--- src/rtl/pnot_pkg.sv ---
// pnot_pkg: shared types, constants and register map of the note tracker
// used by every module of the tracker; depends on nothing
`timescale 1ns / 1ps
`default_nettype none

package pnot_pkg;

	// frame counter width and the compare width for the length limit
	localparam int FRAME_BITS = 16;
	localparam int MAXLEN_BITS = 16;
	localparam int CMP_BITS = (FRAME_BITS > MAXLEN_BITS) ? FRAME_BITS : MAXLEN_BITS;

	typedef logic [FRAME_BITS-1:0] frame_t;

	// configuration register map (word index into the APB space)
	localparam int PADDR_BITS = 4;
	localparam logic [1:0] REG_DROP_LEVEL = 2'd0;
	localparam logic [1:0] REG_MAX_NOTE_FRAMES = 2'd1;
	localparam logic [1:0] REG_VELOCITY_SCALE = 2'd2;
	localparam logic [1:0] REG_LOWEST_PITCH = 2'd3;

	// register reset values
	localparam logic [15:0] RST_DROP_LEVEL = 16'd32768;
	localparam logic [15:0] RST_MAX_NOTE_FRAMES = 16'd600;
	localparam logic [7:0] RST_VELOCITY_SCALE = 8'd128;
	localparam logic [6:0] RST_LOWEST_PITCH = 7'd21;

	typedef struct packed {
		logic [15:0] drop_level;
		logic [15:0] max_note_frames;
		logic [7:0] velocity_scale;
		logic [6:0] lowest_pitch;
	} cfg_t;

	// one frame of one pitch stream
	typedef struct packed {
		logic first_frame;
		logic last_frame;
		logic [6:0] pitch_index;
		logic [15:0] frame_prob;
		logic onset_flag;
		logic signed [15:0] onset_shift;
		logic offset_flag;
		logic signed [15:0] offset_shift;
		logic [15:0] velocity_prob;
	} frame_item_t;

	// one closed note
	typedef struct packed {
		logic [15:0] note_start_frame;
		logic [15:0] note_end_frame;
		logic [7:0] note_number;
		logic signed [15:0] start_shift;
		logic signed [15:0] end_shift;
		logic [7:0] note_velocity;
	} note_item_t;

endpackage

`default_nettype wire

--- src/rtl/pnot_cfg_regs.sv ---
// pnot_cfg_regs: APB register file holding the tracker configuration
// depends on pnot_pkg
`timescale 1ns / 1ps
`default_nettype none

module pnot_cfg_regs (
	input wire logic clk,
	input wire logic arst_n,
	input wire logic psel,
	input wire logic penable,
	input wire logic pwrite,
	input wire logic [pnot_pkg::PADDR_BITS-1:0] paddr,
	input wire logic [31:0] pwdata,
	output logic [31:0] prdata,
	output logic pready,
	output pnot_pkg::cfg_t cfg
);

	pnot_pkg::cfg_t cfg_q;
	logic wr_en;
	logic [1:0] reg_idx;

	assign pready = 1'b1;
	assign wr_en = psel & penable & pwrite;
	assign reg_idx = paddr[3:2];
	assign cfg = cfg_q;

	// register write on the access phase
	always_ff @(posedge clk or negedge arst_n) begin
		if (!arst_n) begin
			cfg_q.drop_level <= pnot_pkg::RST_DROP_LEVEL;
			cfg_q.max_note_frames <= pnot_pkg::RST_MAX_NOTE_FRAMES;
			cfg_q.velocity_scale <= pnot_pkg::RST_VELOCITY_SCALE;
			cfg_q.lowest_pitch <= pnot_pkg::RST_LOWEST_PITCH;
		end else if (wr_en) begin
			unique case (reg_idx)
				pnot_pkg::REG_DROP_LEVEL: cfg_q.drop_level <= pwdata[15:0];
				pnot_pkg::REG_MAX_NOTE_FRAMES: cfg_q.max_note_frames <= pwdata[15:0];
				pnot_pkg::REG_VELOCITY_SCALE: cfg_q.velocity_scale <= pwdata[7:0];
				pnot_pkg::REG_LOWEST_PITCH: cfg_q.lowest_pitch <= pwdata[6:0];
				default: ;
			endcase
		end
	end

	// read mux
	always_comb begin
		prdata = '0;
		unique case (reg_idx)
			pnot_pkg::REG_DROP_LEVEL: prdata = {16'd0, cfg_q.drop_level};
			pnot_pkg::REG_MAX_NOTE_FRAMES: prdata = {16'd0, cfg_q.max_note_frames};
			pnot_pkg::REG_VELOCITY_SCALE: prdata = {24'd0, cfg_q.velocity_scale};
			pnot_pkg::REG_LOWEST_PITCH: prdata = {25'd0, cfg_q.lowest_pitch};
			default: prdata = '0;
		endcase
	end

endmodule

`default_nettype wire

--- src/rtl/pnot_core.sv ---
// pnot_core: open-note state and the single-pass decision for one frame
// depends on pnot_pkg
`timescale 1ns / 1ps
`default_nettype none

module pnot_core (
	input wire logic clk,
	input wire logic arst_n,
	input wire logic go,
	input wire pnot_pkg::frame_item_t item,
	input wire pnot_pkg::cfg_t cfg,
	output logic emit,
	output pnot_pkg::note_item_t note
);

	localparam int CMP_BITS = pnot_pkg::CMP_BITS;

	// tracker state
	pnot_pkg::frame_t frame_q;
	logic open_q;
	logic seen_q;
	pnot_pkg::frame_t start_frame_q;
	logic [15:0] start_shift_q;
	logic [15:0] velocity_q;
	pnot_pkg::frame_t seen_frame_q;
	logic [15:0] seen_shift_q;

	// next-state values
	pnot_pkg::frame_t idx;
	logic open_eff;
	logic seen_eff;
	logic open_d;
	logic seen_d;
	logic load_start;
	logic load_seen;
	pnot_pkg::frame_t elapsed;
	pnot_pkg::frame_t seen_frame_n;
	logic [15:0] seen_shift_n;
	pnot_pkg::frame_t to_start;
	pnot_pkg::frame_t to_drop;
	logic drop;
	logic too_long;
	pnot_pkg::frame_t end_frame;
	logic [15:0] end_shift;
	logic [23:0] vel_prod;

	// first frame of a stream clears the counter and any open note
	assign idx = item.first_frame ? '0 : frame_q;
	assign open_eff = item.first_frame ? 1'b0 : open_q;
	assign seen_eff = item.first_frame ? 1'b0 : seen_q;

	assign elapsed = idx - start_frame_q;
	assign drop = item.frame_prob <= cfg.drop_level;
	assign too_long = CMP_BITS'(elapsed) >= CMP_BITS'(cfg.max_note_frames);

	// first offset peak since the onset, including this frame
	assign load_seen = item.offset_flag & ~seen_eff;
	assign seen_frame_n = load_seen ? idx : seen_frame_q;
	assign seen_shift_n = load_seen ? item.offset_shift : seen_shift_q;
	assign to_start = seen_frame_n - start_frame_q;
	assign to_drop = idx - seen_frame_n;

	// close decision
	always_comb begin
		emit = 1'b0;
		open_d = open_eff;
		seen_d = seen_eff;
		load_start = 1'b0;
		end_frame = idx;
		end_shift = item.offset_shift;
		if (item.onset_flag) begin
			// re-onset closes the open note at the previous frame
			emit = open_eff;
			end_frame = (idx == '0) ? '0 : idx - 1'b1;
			end_shift = '0;
			open_d = 1'b1;
			seen_d = 1'b0;
			load_start = 1'b1;
		end else if (open_eff && elapsed != '0) begin
			seen_d = seen_eff | item.offset_flag;
			if (drop) begin
				emit = 1'b1;
				open_d = 1'b0;
				seen_d = 1'b0;
				if ((seen_eff | item.offset_flag) && to_start > to_drop) begin
					end_frame = seen_frame_n;
					end_shift = seen_shift_n;
				end
			end else if (too_long || item.last_frame) begin
				emit = 1'b1;
				open_d = 1'b0;
				seen_d = 1'b0;
			end
		end
	end

	// result fields
	assign vel_prod = velocity_q * cfg.velocity_scale;
	always_comb begin
		note.note_start_frame = 16'(start_frame_q);
		note.note_end_frame = 16'(end_frame);
		note.note_number = {1'b0, item.pitch_index} + {1'b0, cfg.lowest_pitch};
		note.start_shift = start_shift_q;
		note.end_shift = end_shift;
		note.note_velocity = vel_prod[23:16];
	end

	// control state
	always_ff @(posedge clk or negedge arst_n) begin
		if (!arst_n) begin
			frame_q <= '0;
			open_q <= 1'b0;
			seen_q <= 1'b0;
		end else if (go) begin
			frame_q <= idx + 1'b1;
			open_q <= open_d;
			seen_q <= seen_d;
		end
	end

	// open-note payload
	always_ff @(posedge clk) begin
		if (go && load_start) begin
			start_frame_q <= idx;
			start_shift_q <= item.onset_shift;
			velocity_q <= item.velocity_prob;
		end
		if (go && !item.onset_flag && open_eff && elapsed != '0 && load_seen) begin
			seen_frame_q <= idx;
			seen_shift_q <= item.offset_shift;
		end
	end

endmodule

`default_nettype wire

--- src/rtl/piano_note_onset_offset_tracker.sv ---
// piano_note_onset_offset_tracker: top level with input and result registers
// depends on pnot_pkg, pnot_cfg_regs and pnot_core
`timescale 1ns / 1ps
`default_nettype none

// Usage
// frame channel (frame_valid / frame_ready / frame) carries one frame of one
// pitch stream; first_frame starts a stream, last_frame ends it.
// note channel (note_valid / note_ready / note) carries each closed note,
// zero or one per frame, in frame order.
// A note caused by a frame passes two registers: the frame's transfer
// loads the input register, and the note then moves into the result
// register as soon as that register can take it.
// Throughput: one frame per cycle when not stalled; the tracker state loops
// through one compare/subtract pass and a 16x8 velocity multiply per frame.
// A stalled note channel holds the result register; the input register
// then holds too, so frame_ready drops after at most one more transfer.
// Reset clears both valid bits, the frame counter and the open note, loads
// config defaults. The user must write the APB port only while idle; the block does not enforce it.

module piano_note_onset_offset_tracker (
	input wire logic clk,
	input wire logic arst_n,
	input wire logic psel,
	input wire logic penable,
	input wire logic pwrite,
	input wire logic [pnot_pkg::PADDR_BITS-1:0] paddr,
	input wire logic [31:0] pwdata,
	output logic [31:0] prdata,
	output logic pready,
	input wire logic frame_valid,
	output logic frame_ready,
	input wire pnot_pkg::frame_item_t frame,
	output logic note_valid,
	input wire logic note_ready,
	output pnot_pkg::note_item_t note
);

	pnot_pkg::cfg_t cfg;
	pnot_pkg::frame_item_t frame_s1;
	logic valid_s1;
	logic out_free;
	logic advance;
	logic emit;
	pnot_pkg::note_item_t note_n;
	pnot_pkg::note_item_t note_q;
	logic note_valid_q;

	pnot_cfg_regs u_cfg (
		.clk(clk),
		.arst_n(arst_n),
		.psel(psel),
		.penable(penable),
		.pwrite(pwrite),
		.paddr(paddr),
		.pwdata(pwdata),
		.prdata(prdata),
		.pready(pready),
		.cfg(cfg)
	);

	// stage 1 frame moves on whenever the result register can take a transfer
	assign out_free = ~note_valid_q | note_ready;
	assign advance = valid_s1 & out_free;
	assign frame_ready = ~valid_s1 | out_free;

	pnot_core u_core (
		.clk(clk),
		.arst_n(arst_n),
		.go(advance),
		.item(frame_s1),
		.cfg(cfg),
		.emit(emit),
		.note(note_n)
	);

	// input register
	always_ff @(posedge clk or negedge arst_n) begin
		if (!arst_n) begin
			valid_s1 <= 1'b0;
		end else if (frame_ready) begin
			valid_s1 <= frame_valid;
		end
	end

	always_ff @(posedge clk) begin
		if (frame_ready && frame_valid) begin
			frame_s1 <= frame;
		end
	end

	// result register
	always_ff @(posedge clk or negedge arst_n) begin
		if (!arst_n) begin
			note_valid_q <= 1'b0;
		end else if (out_free) begin
			note_valid_q <= advance & emit;
		end
	end

	always_ff @(posedge clk) begin
		if (advance && emit) begin
			note_q <= note_n;
		end
	end

	assign note_valid = note_valid_q;
	assign note = note_q;

endmodule

`default_nettype wire
--- config.mk ---
export PLATFORM = sky130hd
export DESIGN_NAME = piano_note_onset_offset_tracker
export DESIGN_NICKNAME = d
export VERILOG_FILES = /design/src/rtl/pnot_pkg.sv /design/src/rtl/pnot_cfg_regs.sv /design/src/rtl/pnot_core.sv /design/src/rtl/piano_note_onset_offset_tracker.sv
export SDC_FILE = /design/constraint.sdc
export NUM_CORES = 1
export LEC_CHECK = 0
export BUFFER_PORTS_ARGS = -buffer_cell sky130_fd_sc_hd__buf_2
export CORE_UTILIZATION = 35
export DETAILED_ROUTE_END_ITERATION = 12
export HOLD_SLACK_MARGIN = 0.02
export PLACE_DENSITY = 0.6
export SLEW_MARGIN = 15
export SYNTH_ARGS = -nofsm -noshare
export SYNTH_HDL_FRONTEND = slang
export SYNTH_SLANG_ARGS = --single-unit
--- constraint.sdc ---
create_clock -name clk -period 13.8 [get_ports clk]
set_clock_uncertainty 0.15 [all_clocks]
set_input_delay 0.69 -clock clk [delete_from_list [all_inputs] [get_ports clk]]
set_output_delay 0.69 -clock clk [all_outputs]
set_load 0.01 [all_outputs]
After elaboration in Yosys (flattened, before gate mapping)
Index checks and enable logic that the tools add are counted.
{"block": "totals", "register_bits": 302, "output_inout_bits": 115, "word_cells": 98}
{"block": "classes", "addsub": 6, "mul": 1, "order_cmp": 3, "n_eq_ne": 3, "n_mux": 27, "bitwise": 11, "reduce_logical": 18}
{"op": "two-way mux 16 bit", "n": 11}
{"op": "one-hot mux 32 bit (4 select lines)", "n": 1}
{"op": "subtractor 16 bit", "n": 3}
{"op": "multiplier 16 x 8 -> 24 bit", "n": 1}
{"op": "adder 16 x 1 -> 16 bit, second input constant", "n": 1}
{"op": ">= comparator 16 bit", "n": 1}
{"op": "greater-than comparator 16 bit", "n": 1}
{"op": "<= comparator 16 bit", "n": 1}
{"op": "logical NOT 16 bit", "n": 1}
{"op": "nonzero test 16 bit", "n": 1}
{"op": "subtractor 16 x 1 -> 16 bit, second input constant", "n": 1}
{"op": "two-way mux 1 bit", "n": 15}
{"op": "logical AND 1 bit", "n": 9}
{"op": "adder 7 x 7 -> 8 bit", "n": 1}
{"op": "AND reduction 2 bit", "n": 4}
{"op": "AND 1 bit", "n": 5}
{"op": "== test 2 bit, second input constant", "n": 2}
{"op": "inverter 1 bit", "n": 3}
{"op": "bitwise OR 1 bit", "n": 3}
{"op": "== test 2 x 1 -> 1 bit, second input constant", "n": 1}
{"op": "logical NOT 2 bit", "n": 1}
{"op": "logical NOT 1 bit", "n": 1}
{"op": "logical OR 1 bit", "n": 1}

Longest topological paths before layout
{"block": "depth", "depth_word": 11, "ltp_mapped": 31, "ltp_nobuf": 28}

Cells and area by module
Synthesis repeated with hierarchy kept, for this count alone.
{"block": "hier_totals", "hier_cells": 1689, "area_unflattened_um2": 19241.0}
{"mod": "pnot_core", "instances": 1, "cells_each": 1370, "area_per_inst_um2": 12165.4, "seq_area_each_um2": 2852.7}
{"mod": "piano_note_onset_offset_tracker", "instances": 1, "cells_each": 165, "area_per_inst_um2": 4765.8, "seq_area_each_um2": 4704.5}
{"mod": "pnot_cfg_regs", "instances": 1, "cells_each": 154, "area_per_inst_um2": 2309.7, "seq_area_each_um2": 1187.4}

Worst setup path before layout
No wires, ideal clock.
{"block": "synth_path", "path_kind": "reg-to-reg", "start": "reg frame_s1[74] (netlist name)", "end": "reg note_q, in the netlist note[0] (enable)", "setup_time_ns": 0.616, "arrival_ns": 9.075, "slack_ns": 3.959, "stages_incl_launch_ff": 21, "n_path_buf": 3, "synth_period_minus_slack_ns": 9.841, "cell_sequence": "edfxtp_1 > buf_4 > clkbuf_1 > clkbuf_1 > nand2b_1 > inv_1 > ha_1 > a21o_1 > nand2_1 > inv_1 > o21ai_0 > nand2_1 > or3_1 > and2_1 > ha_1 > and3_1 > and3_1 > a221oi_1 > o211ai_1 > a21oi_1 > nor3_1"}
{"block": "synth_between", "elab_chain_cells": 9, "word_cells_on_any_way": 12}
{"item": "start: declaration", "line_no": "piano_note_onset_offset_tracker.sv:40", "rtl": "pnot_pkg::frame_item_t frame_s1;"}
{"item": "start signal: assignment", "line_no": "piano_note_onset_offset_tracker.sv:88", "rtl": "frame_s1 <= frame;"}
{"item": "two-way mux 16 bit (*)", "line_no": "pnot_core.sv:48", "rtl": "assign idx = item.first_frame ? '0 : frame_q;"}
{"item": "net u_core.idx[8]", "line_no": "pnot_core.sv:29", "rtl": "pnot_pkg::frame_t idx;"}
{"item": "subtractor 16 bit (*)", "line_no": "pnot_core.sv:52", "rtl": "assign elapsed = idx - start_frame_q;"}
{"item": ">= comparator 16 bit", "line_no": "pnot_core.sv:54", "rtl": "assign too_long = CMP_BITS'(elapsed) >= CMP_BITS'(cfg.max_note_frames);"}
{"item": "logical OR 1 bit", "line_no": "pnot_core.sv:89", "rtl": "end else if (too_long || item.last_frame) begin"}
{"item": "two-way mux 1 bit", "line_no": "pnot_core.sv:89"}
{"item": "two-way mux 1 bit", "line_no": "pnot_core.sv:81", "rtl": "if (drop) begin"}
{"item": "two-way mux 1 bit (*)", "line_no": "pnot_core.sv:79", "rtl": "end else if (open_eff && elapsed != '0) begin"}
{"item": "two-way mux 1 bit (*)", "line_no": "pnot_core.sv:71", "rtl": "if (item.onset_flag) begin"}
{"item": "logical AND 1 bit (*)", "line_no": "piano_note_onset_offset_tracker.sv:102", "rtl": "if (advance && emit) begin"}
{"item": "end signal: assignment", "line_no": "piano_note_onset_offset_tracker.sv:103", "rtl": "note_q <= note_n;"}
{"item": "end: declaration", "line_no": "piano_note_onset_offset_tracker.sv:46", "rtl": "pnot_pkg::note_item_t note_q;"}
Mark *: on every way through the listed nets, which the timed path passes. The rest lies on a longest branch.
A chain may end at the register's enable or synchronous reset.

Worst setup path in the final report
{"block": "layout_path", "start": "reg frame_s1[74] (netlist name)", "end": "reg note_q, in the netlist note[14] (data pin)"}
{"block": "layout_between", "elab_chain_cells": 10, "word_cells_on_any_way": 18}
{"item": "two-way mux 1 bit", "line_no": "pnot_core.sv:50", "rtl": "assign seen_eff = item.first_frame ? 1'b0 : seen_q;"}
{"item": "inverter 1 bit", "line_no": "pnot_core.sv:57", "rtl": "assign load_seen = item.offset_flag & ~seen_eff;"}
{"item": "AND 1 bit", "line_no": "pnot_core.sv:57"}
{"item": "two-way mux 16 bit", "line_no": "pnot_core.sv:58", "rtl": "assign seen_frame_n = load_seen ? idx : seen_frame_q;"}
{"item": "subtractor 16 bit, on equally long branches", "line_no": "pnot_core.sv:60, pnot_core.sv:61"}
{"item": "greater-than comparator 16 bit", "line_no": "pnot_core.sv:85", "rtl": "if ((seen_eff | item.offset_flag) && to_start > to_drop) begin"}
{"item": "logical AND 1 bit", "line_no": "pnot_core.sv:85"}
{"item": "two-way mux 16 bit", "line_no": "pnot_core.sv:85"}
{"item": "two-way mux 16 bit", "line_no": "pnot_core.sv:81"}
{"item": "two-way mux 16 bit (*)", "line_no": "pnot_core.sv:79"}
Mark *: on every way between the ends. The rest lies on a longest branch, timed or not.

==> results_dict.tcl <==
set metrics [dict create \
    status "finished, final reports clean" \
    period_share_pct 57.64 \
    slew_viol_final 0 \
    worstMarginPinSlew_ns 1.129 \
    total_power_mw 3.483 \
    routabilityCongestion 0.8929 \
    syn2layout_area_growth_pct 15.59 \
    cts_sinks 302 \
    netlist.area_leader.share_pct 37.31 \
    grt_use_total_pct 18.05 \
    ant_nets 0 \
    synth_edf_count 235 \
    dp_hpwl_mm 35.89 \
    drive_gt1_share_pct 16.87 \
    crit_fanout 37 \
    grt_max_degree 68 \
    hold_viol_final 0 \
    fin_util_pct 41.27 \
    cts.reportedPaths.clkPinSlew_ns 0.06 \
    ys_ff_latch 302 \
    yosysUniqueCellTypes 77 \
    synthTopCellsByArea "edfxtp_1 (37%), fa_1 (9.0%), ha_1 (9.0%)" \
    drc_errors 0 \
    ys_seq_area_share_pct 46.24 \
    power_frac_comb_pct 36.7 \
    grt_antenna_before_repair 6 \
    synth_area_um2 18910 \
    p_per_area_nw_per_um2 159.3 \
    synth_area_leader_cell "edfxtp_1" \
    synthCells 1725 \
    coreArea_um2 52970 \
    highest_layer "met4" \
    yosysMostFrequentCell "edfxtp_1" \
    synth_area_per_cell_um2 10.96 \
    slowest_stage "a2111oi_0" \
    start_kind "register" \
    worstPathArrival_ns 8.08 \
    cpPeakStageDelay_ns 0.81 \
    p_leak_nw 9.606 \
    pin_count 233 \
    p_sw_mw 1.211 \
    via_per_inst 5.074 \
    route.detailed.wl_per_inst_um 18.38 \
    cp.required_ns 13.93 \
    synthFlopType "edfxtp_1" \
    initial_core_util_pct 35.70 \
    internal-power_mw 2.272 \
    setup_violations 0 \
    clock_power_share_pct 29.3 \
    clk_path_buf_depth 3 \
    clk_latency_ns 0.57 \
    critPathKind "reg2reg" \
    maxCapViolCount 0 \
    wl_met3_mm 2.363 \
    setup_ws_ns 5.846 \
    p_seq_share_pct 34.1 \
    switching_share_pct 34.78 \
    wl_met1_mm 21.04 \
    crit_path_end_kind "register" \
    nets 2254 \
    grt.overflow.total 0 \
    crit_chain "buf_4, nor2b_1, nor2_1, o21ai_0, ha_1, a21o_1, a31o_2, a31oi_1, o21ai_1, and2_1, o211a_1, a2111oi_0, o311ai_0, xnor2_1, ha_1, nand2_1, nor4_1, o21ai_0, nand2_1, a31o_2, nand4_1, o21ai_0, a21oi_1" \
    slew-limit-headroom_pct 24.55 \
    cts_root_buffer "clkbuf_16" \
    grt_pass1_wl_mm 76.33 \
    drt_first_iter_violations 727 \
    cts_tree "done" \
    vias 13390 \
    crit_path_frequent_cell "o21ai_0" \
    routed-wl-met2_mm 24.03 \
    async_reset_ff_share_pct 22.19 \
    die-area_um2 54970 \
    peakVddDrop_mv 0.1237 \
    cts-resized-gates 0 \
    cts.htree.levels 2 \
    port_buffers 197 \
    die_w_um 234.5 \
    drt-total-wl_mm 48.48 \
    setup_tns_ns 0 \
    cts_made_buffers 37 \
    max_freq_mhz 125.7 \
    yosysWarnings 0 \
    first_pass_iters 5 \
    rsz0062_at_grt "no" \
    die_y_um 234.5 \
    fin_crit_ns 7.954 \
    dp.cells 2564 \
    fp-row-count 84 \
    ctsHoldBuffers 0 \
    finalNonFillerCells 2638 \
    pre_cts_slack_ns 5.873 \
    hold_path_class "in2async" \
    grt_pass1_vias 13930 \
    synth_common_cells "edfxtp_1 (235), inv_1 (199), nand2_1 (155)" \
    post_cts_buffers 0 \
]
-- layout by cell type (no fill, tap or decap), types with 8 or more instances in the layout --
cell type,instances
edfxtp_1,235
inv_1,199
buf_2,197
nand2_1,155
ha_1,136
o21ai_0,102
nor2_1,88
fa_1,85
and2_1,77
a21oi_1,73
dfrtp_1,58
xnor2_1,52
a21o_1,38
clkbuf_16,37
nand3_1,34
nand2b_1,32
nor3_1,26
xor2_1,23
mux2_2,18
conb_1,17
and3_1,15
o21a_1,15
or3_1,15
buf_4,13
nor2b_1,11
nand4_1,11
o311ai_1,10
mux2i_1,9
dfstp_2,9
nor4_1,8
clkbuf_1,8
-- registers in the layout (all words and copies together) (netlist names) --
name and flops:
note 80, frame_s1 75, u_cfg.cfg 47, u_core.frame_q 16, u_core.seen_frame_q 16, u_core.seen_shift_q 16
u_core.start_frame_q 16, u_core.start_shift_q 16, u_core.velocity_q 16, note_valid 1, u_core.open_q 1, u_core.seen_q 1
valid_s1 1
-- routing by layer --
| layer | vias up | GRT usage, % |
|---|---|---|
| met2 | 338 | 31.11 |
| met4 | 0 | 5.343 |
| met1 | 6627 | 22.99 |
| met3 | 57 | 3.222 |
| met5 | - | 0 |
| li1 | 6364 | - |
-- area by class of cell --
cell class | instances | area (um^2)
clock buffer | 47 | 983.4
fill | 5084 | 31110
tap | 688 | 860.8
inverter | 200 | 750.7
antenna | 6 | 15.01
sequential | 302 | 8745
multi-input combinational | 1164 | 9128
clock inverter | 21 | 294.0
timing repair buffer | 210 | 1084
-- worst max-delay path, delay by kind of cell (launching register included) --
family	cells	cell delay, ns
buffers and inverters	1	0.32
AO/OA/AOI/OAI	12	3.42
adder cells (fa/ha/maj)	2	0.77
XOR/XNOR	1	0.23
flip-flops	1	0.33
AND/OR/NAND/NOR	7	2.41
-- final timing paths --
path | from | end | slack [ns] | cells after the start
min in group clk | frame[49] | frame_s1[49]$_DFFE_PP_ | 0.14 | 1
min | arst_n | u_core.frame_q[14]$_DFFE_PN0P_ | 0.13 | 2
max reg2reg | frame_s1[74]$_DFFE_PP_ | note[14]$_SDFFCE_PP0P_ | 5.85 | 23
min reg2reg | frame_s1[14]$_DFFE_PP_ | u_core.velocity_q[14]$_DFFE_PP_ | 0.27 | 0
max in group asynchronous | arst_n | u_cfg.cfg[31]$_DFFE_PN0P_ | 12.67 | 2
max | frame_s1[74]$_DFFE_PP_ | note[14]$_SDFFCE_PP0P_ | 5.85 | 23
-- power groups by stage --
stage	combinational [mW]	clock, mW	sequential [mW]
3_5_place_dp	1.28	0	1.21
3_3_place_gp	1.26	0	1.20
2_1_floorplan	0.965	0	1.17
4_1_cts	1.30	1.05	1.19
5_1_grt	1.48	1.08	1.20
6_report	1.28	1.02	1.19
-- metrics by stage --
step                cell area [um^2]  hold WS, ns
detailed placement             20570       0.2545
finish                         21860       0.1305
global placement               20570       0.2508
global route                   21850       0.1158
CTS                            21840       0.1109
floorplan                      18970       0.2444
-- kinds of logic after synthesis --
kind of cell,after synthesis,synth area share (%)
simple gates,502,13.23
fa+ha+maj,222,18.05
xor+xnor,75,3.473
buf+inv,274,5.928
other cells,2,0.03971
mux,34,2.382
flops,302,46.24
compound gates,314,10.66
No activity file was read; power rests on OpenSTA's default activity.
